## src/design/xcfd_pkg.sv

```systemverilog
// Shared types and constants for the XOR-checked frame deframer.
package xcfd_pkg;

  // Value the start marker register takes at reset
  localparam logic [7:0] StartMarkerReset = 8'hAA;

  // Deframer phase
  typedef enum logic [2:0] {
    PH_HUNT    = 3'd0,
    PH_CMD     = 3'd1,
    PH_LEN     = 3'd2,
    PH_PAYLOAD = 3'd3,
    PH_CHECK   = 3'd4
  } phase_t;

  // Result item kinds
  localparam logic [1:0] KIND_PAYLOAD  = 2'd0;
  localparam logic [1:0] KIND_ACCEPTED = 2'd1;
  localparam logic [1:0] KIND_MISMATCH = 2'd2;

  // One result item
  typedef struct packed {
    logic [1:0]  item_kind;
    logic [7:0]  command_code;
    logic [7:0]  payload_byte;
    logic [7:0]  byte_index;
    logic [7:0]  frame_length;
    logic [31:0] first_word;
    logic        frame_end;
  } result_t;

endpackage

```

## src/design/xor_checked_frame_deframer_unit.sv

```systemverilog
// Top level of the XOR-checked frame deframer.
// A result item appears in the cycle after the byte that causes it is taken.
// Throughput: one byte per cycle while the result side keeps taking items.
// The byte update is one pass through the parser into the result register.
// Reset (rst, synchronous, active high) sets hunting, clears frame state and
// loads the start marker with 0xAA.
module xor_checked_frame_deframer_unit
  import xcfd_pkg::*;
(
  input  logic        clk,
  input  logic        rst,
  input  logic        in_valid,
  output logic        in_ready,
  input  logic [7:0]  rx_byte,
  output logic        out_valid,
  input  logic        out_ready,
  output logic [1:0]  item_kind,
  output logic [7:0]  command_code,
  output logic [7:0]  payload_byte,
  output logic [7:0]  byte_index,
  output logic [7:0]  frame_length,
  output logic [31:0] first_word,
  output logic        frame_end,
  input  logic        cfg_valid,
  output logic        cfg_ready,
  input  logic [7:0]  cfg_data
);

  logic [7:0] start_marker;
  logic       step;
  logic       res_valid;
  logic       free;
  result_t    res;
  result_t    data;

  // Configuration register, always writable
  assign cfg_ready = 1'b1;
  always_ff @(posedge clk) begin
    if (rst) begin
      start_marker <= StartMarkerReset;
    end else if (cfg_valid) begin
      start_marker <= cfg_data;
    end
  end

  assign in_ready = free;
  assign step     = in_valid && free;

  xcfd_parser u_parser (
    .clk          (clk),
    .rst          (rst),
    .step         (step),
    .rx_byte      (rx_byte),
    .start_marker (start_marker),
    .res_valid    (res_valid),
    .res          (res)
  );

  xcfd_out_reg u_out_reg (
    .clk       (clk),
    .rst       (rst),
    .load      (step),
    .res_valid (res_valid),
    .res       (res),
    .out_ready (out_ready),
    .out_valid (out_valid),
    .free      (free),
    .data      (data)
  );

  // Result fields
  assign item_kind    = data.item_kind;
  assign command_code = data.command_code;
  assign payload_byte = data.payload_byte;
  assign byte_index   = data.byte_index;
  assign frame_length = data.frame_length;
  assign first_word   = data.first_word;
  assign frame_end    = data.frame_end;

endmodule

```

## src/design/xcfd_parser.sv

```systemverilog
// Frame parser: phase machine, running checksum and payload word gathering.
module xcfd_parser
  import xcfd_pkg::*;
(
  input  logic        clk,
  input  logic        rst,
  input  logic        step,
  input  logic [7:0]  rx_byte,
  input  logic [7:0]  start_marker,
  output logic        res_valid,
  output result_t     res
);

  phase_t      phase, phase_next;
  logic [7:0]  held_command, held_command_next;
  logic [7:0]  held_length, held_length_next;
  logic [7:0]  payload_count, payload_count_next;
  logic [7:0]  running_xor, running_xor_next;
  logic [31:0] word_accumulator, word_accumulator_next;
  logic [31:0] word_merged;

  // Payload byte merged into the little-endian word (first four bytes only)
  always_comb begin
    word_merged = word_accumulator;
    if (payload_count[7:2] == 6'd0) begin
      unique case (payload_count[1:0])
        2'd0: word_merged[7:0]   = word_accumulator[7:0]   | rx_byte;
        2'd1: word_merged[15:8]  = word_accumulator[15:8]  | rx_byte;
        2'd2: word_merged[23:16] = word_accumulator[23:16] | rx_byte;
        2'd3: word_merged[31:24] = word_accumulator[31:24] | rx_byte;
        default: word_merged = word_accumulator;
      endcase
    end
  end

  // Next phase
  always_comb begin
    phase_next = phase;
    if (step) begin
      unique case (phase)
        PH_CMD:     phase_next = PH_LEN;
        PH_LEN:     phase_next = (rx_byte == 8'd0) ? PH_CHECK : PH_PAYLOAD;
        PH_PAYLOAD: phase_next = (payload_count + 8'd1 == held_length) ? PH_CHECK
                                                                       : PH_PAYLOAD;
        PH_CHECK:   phase_next = PH_HUNT;
        default:    phase_next = (rx_byte == start_marker) ? PH_CMD : PH_HUNT;
      endcase
    end
  end

  // Frame state updates and result item
  always_comb begin
    held_command_next     = held_command;
    held_length_next      = held_length;
    payload_count_next    = payload_count;
    running_xor_next      = running_xor;
    word_accumulator_next = word_accumulator;
    res_valid             = 1'b0;
    res.item_kind         = KIND_PAYLOAD;
    res.command_code      = held_command;
    res.payload_byte      = 8'd0;
    res.byte_index        = 8'd0;
    res.frame_length      = held_length;
    res.first_word        = word_accumulator;
    res.frame_end         = 1'b0;
    if (step) begin
      unique case (phase)
        PH_CMD: begin
          held_command_next = rx_byte;
          running_xor_next  = running_xor ^ rx_byte;
        end
        PH_LEN: begin
          held_length_next      = rx_byte;
          running_xor_next      = running_xor ^ rx_byte;
          payload_count_next    = 8'd0;
          word_accumulator_next = 32'd0;
        end
        PH_PAYLOAD: begin
          word_accumulator_next = word_merged;
          running_xor_next      = running_xor ^ rx_byte;
          payload_count_next    = payload_count + 8'd1;
          res_valid             = 1'b1;
          res.payload_byte      = rx_byte;
          res.byte_index        = payload_count;
          res.first_word        = word_merged;
        end
        PH_CHECK: begin
          res_valid     = 1'b1;
          res.item_kind = (rx_byte == running_xor) ? KIND_ACCEPTED : KIND_MISMATCH;
          res.frame_end = 1'b1;
        end
        default: begin
          if (rx_byte == start_marker) running_xor_next = rx_byte;
        end
      endcase
    end
  end

  // State registers
  always_ff @(posedge clk) begin
    if (rst) begin
      phase            <= PH_HUNT;
      held_command     <= 8'd0;
      held_length      <= 8'd0;
      payload_count    <= 8'd0;
      running_xor      <= 8'd0;
      word_accumulator <= 32'd0;
    end else begin
      phase            <= phase_next;
      held_command     <= held_command_next;
      held_length      <= held_length_next;
      payload_count    <= payload_count_next;
      running_xor      <= running_xor_next;
      word_accumulator <= word_accumulator_next;
    end
  end

  // Zero-length frame goes straight to the checksum byte
  a_zero_len: assert property (@(posedge clk) disable iff (rst)
    (step && phase == PH_LEN && rx_byte == 8'd0) |=> phase == PH_CHECK)
    else $error("zero-length frame did not go to checksum");

  // Checksum byte always returns to hunting
  a_check_hunt: assert property (@(posedge clk) disable iff (rst)
    (step && phase == PH_CHECK) |=> phase == PH_HUNT)
    else $error("checksum byte did not end the frame");

  // Each payload item advances the count by one
  a_count_step: assert property (@(posedge clk) disable iff (rst)
    (step && phase == PH_PAYLOAD) |=> payload_count == $past(payload_count) + 8'd1)
    else $error("payload count did not advance");

  // No item, no change of phase
  a_idle_hold: assert property (@(posedge clk) disable iff (rst)
    !step |=> $stable(phase))
    else $error("phase moved without an item");

endmodule

```

## src/design/xcfd_out_reg.sv

```systemverilog
// Result register between the parser and the output channel.
module xcfd_out_reg
  import xcfd_pkg::*;
(
  input  logic    clk,
  input  logic    rst,
  input  logic    load,
  input  logic    res_valid,
  input  result_t res,
  input  logic    out_ready,
  output logic    out_valid,
  output logic    free,
  output result_t data
);

  // Slot is free when empty or being drained this cycle
  assign free = !out_valid || out_ready;

  // Valid flag
  always_ff @(posedge clk) begin
    if (rst) begin
      out_valid <= 1'b0;
    end else if (load) begin
      out_valid <= res_valid;
    end else if (out_ready) begin
      out_valid <= 1'b0;
    end
  end

  // Payload, no reset
  always_ff @(posedge clk) begin
    if (load && res_valid) begin
      data <= res;
    end
  end

endmodule

```

## config.mk

```make
export PLATFORM = sky130hd
export DESIGN_NAME = xor_checked_frame_deframer_unit
export DESIGN_NICKNAME = d
export VERILOG_FILES = /design/src/design/xcfd_pkg.sv /design/src/design/xor_checked_frame_deframer_unit.sv /design/src/design/xcfd_parser.sv /design/src/design/xcfd_out_reg.sv
export SDC_FILE = /design/constraint.sdc
export NUM_CORES = 1
export LEC_CHECK = 0
export ABC_AREA = 1
export BUFFER_PORTS_ARGS = -buffer_cell sky130_fd_sc_hd__buf_2
export CORE_MARGIN = 2
export CORE_UTILIZATION = 36
export DETAILED_ROUTE_END_ITERATION = 6
export GPL_TIMING_DRIVEN = 0
export PLACE_DENSITY_LB_ADDON = 0.08
export SKIP_LAST_GASP = 1
export SYNTH_ARGS = -nofsm -noshare
export SYNTH_HDL_FRONTEND = slang
export SYNTH_HIERARCHICAL = 1
export SYNTH_SLANG_ARGS = --single-unit
export TNS_END_PERCENT = 20
```

## constraint.sdc

```tcl
create_clock -name clk -period 3.6 [get_ports clk]
set_input_delay 0.54 -clock clk [delete_from_list [all_inputs] [get_ports clk]]
set_output_delay 0.54 -clock clk [all_outputs]
set_load 0.01 [all_outputs]
```

==> reports/metrics.yaml <==
sta:
  finalSetupViolCount: 0
  post-route-period-util: 0.643
  min_period_ns: 2.31
  worstMarginPinSlew_ns: 0.570
  worst_slack_ns: 1.29
  finalClockSkew_ns: 0.00835
  finalHoldViolCount: 0
  max_freq_mhz: 432
  setup_tns_ns: 0
  rsz0062_at_grt: "no"
  slew_headroom: 0.620
  slew_violations: 0
synthesis:
  synthSimpleGateAreaFrac: 0.171
  synth_top_family_by_area: "simple AND/OR/NAND/NOR gates"
  syn_avg_cell_area_sq_um: 9.44
  yosysTopAreaCellShare: 0.346
  yosys.area.top_type: "edfxtp_1"
  synth_ff_type: "dfxtp_1"
  async_flop_share: 0
  synth_commonest_cells: "113 x nand2_1, 76 x dfxtp_1, 71 x inv_1"
  yosysMostFrequentCell: "nand2_1"
  yosys_warnings: 6
  synthCells: 616
  netlist_top_cells_area: "edfxtp_1 35%, dfxtp_1 26%, nand2_1 7.3%"
  synth_edf_count: 67
  synth_mux_area_frac: 0
  synth.distinct_cells: 34
  syn_area_sq_um: 5820
  yosys.area_share.adder: 0.00860
  ys_seq_area_frac: 0.607
  synth_compound_area_frac: 0.118
  synth-seq-cells: 143
  syn_nets: 641
  yosys.area_share.xor_xnor: 0.0271
worst_hold_path:
  hp-class: "in -> reg"
global_routing:
  met2_usage: 0.269
  grt_pass1_wl_um: 21900
  antenna_found_initial: 0
  grt.busiest_layer: "met2"
  grt_max_degree: 46
  grt_pass1_vias: 4298
  gr-usage-met3: 0.0432
  overflow: 0
  use_met1: 0.204
  grt_usage: 0.164
clocking:
  cts-buffers-inserted: 17
  clockBufferDepth: 2
  cts.sinks: 143
  cts_tree: "built"
  cts_resized: 0
  ctsHoldBuffers: 0
  clk_pin_slew_ns: 0.06
  cts-root-buf: "clkbuf_16"
  post_cts_buffers: 0
  htreeDepth: 4
  clk_latency_ns: 0.42
route:
  drc: 0
  routedWlPerCell_um: 14.5
  ant_nets: 0
  dr.pass1.iters: 7
  drt_iter0_drc: 266
  dr_total_vias: 4499
  routed_via_density: 4.72
  wl_um: 13900
worst_setup_path:
  worstPathCellList: "inv_2, nor2_4, inv_2, nor2_1, nor2_1, nor2_1, nand2_1, inv_2, buf_12"
  crit_fanout: 45
  start_kind: "flip-flop"
  worstPathArrival_ns: 2.41
  required_ns: 3.70
  worst_path_largest_cell_delay_ns: 0.42
  criticalPathCategory: "reg -> reg"
  end_kind: "flip-flop"
  cp_slowest_cell: "inv_2"
power:
  power.density_nw_per_um2: 495
  vdd_ir_drop_max_mv: 0.296
  p_leak_nw: 2.72
final_layout:
  layout.nets: 750
  final_cells: 954
  drive_gt1_frac: 0.210
  multiInputGateArea_sq_um: 1890
  diodes: 0
  regArea_sq_um: 3530
  fillCellCount: 1523
  area_growth_pct: 22.9
  utilization: 0.452
  final_area_sq_um: 7150
die:
  start_util: 0.368
  io-pin-count: 91
  num_rows: 46
  die_w_um: 131
  coreArea_sq_um: 15800
  die-area_sq_um: 17200
  die_y_um: 131
place:
  dp.cells: 922
  io_buffers: 89
  postPlaceCellArea_sq_um: 6550
  hpwl_um: 9930
  preCtsSetupSlack_ns: 1.08
  finalWeightedCongestion: 0.869
run:
  drv_cap: 0
status:
  run_status: "complete, no violations"
-- critical path: cells and delay by family, from the launching register on --
kind          cells  cell delay (ns)
buf+inv           4             0.88
simple gates      5             0.67
flops             1             0.37
-- final cells by class --
cell class / instances / share of cell area
multi-input cells: 375 / 0.264
inverters: 78 / 0.0410
plain buffers: 20 / 0.0144
repair buffers: 90 / 0.0651
well taps: 216 / 0.0378
clock inverters: 10 / 0.0154
flip-flops and latches: 143 / 0.494
clock buffers: 22 / 0.0679
-- sequential cells by signal, summed over array words and instances, names as in the netlist --
register / cells
u_out_reg/data: 67
u_parser/word_accumulator: 32
start_marker: 8
u_parser/held_command: 8
u_parser/held_length: 8
u_parser/payload_count: 8
u_parser/running_xor: 8
u_parser/phase: 3
u_out_reg/out_valid: 1
-- worst paths after layout --
path	from	to	slack [ns]	cells past startpoint
worst max-delay path	u_parser/phase[1]	u_out_reg/data[11]	1.29	9
worst min-delay path	cfg_data[5]	start_marker[5]	0.33	3
worst max register to register	u_parser/phase[1]	u_out_reg/data[11]	1.29	9
worst min register to register	u_parser/held_command[1]	u_out_reg/data[58]	0.43	0
-- per-stage QoR --
stage,hold slack (ns),total power [mW]
2_1_floorplan,0.403,1.79
3_3_place_gp,0.415,1.83
3_5_place_dp,0.418,1.83
4_1_cts,0.316,3.59
5_1_grt,0.337,3.67
6_report,0.332,3.54
-- power by group --
| group | switching (mW) | total [mW] | internal [mW] |
|---|---|---|---|
| logic | 0.0640 | 0.0967 | 0.0327 |
| registers | 0.00531 | 1.70 | 1.69 |
| clock network | 0.651 | 1.74 | 1.09 |
| total | 0.720 | 3.54 | 2.82 |
-- layer usage --
| layer | wire [um] | vias to the layer above |
|---|---|---|
| met3 | 593 | 23 |
| met5 | 0 | - |
| met1 | 6200 | 2094 |
| met2 | 6760 | 119 |
| li1 | - | 2263 |
| met4 | 296 | 0 |
-- layout by cell type, fill, tap and decap left out, drive strengths merged, types with 9 or more instances in the layout --
| cell type | netlist | final |
|---|---|---|
| nand2 | 114 | 114 |
| buf | 10 | 100 |
| inv | 78 | 79 |
| dfxtp | 76 | 76 |
| edfxtp | 67 | 67 |
| o21ai | 66 | 66 |
| nor2 | 58 | 58 |
| a21oi | 54 | 54 |
| nand3 | 33 | 33 |
| clkbuf | 10 | 32 |
| xor2 | 9 | 9 |
| xnor2 | 9 | 9 |
| nor3 | 9 | 9 |
-- cells by family after synthesis --
family | after synthesis
AND/OR/NAND/NOR | 220
flip-flops | 143
XOR/XNOR | 18
AO/OA/AOI/OAI | 132
other | 1
adder cells (fa/ha/maj) | 4
buffers and inverters | 98
(Power assumes the default switching activity.)
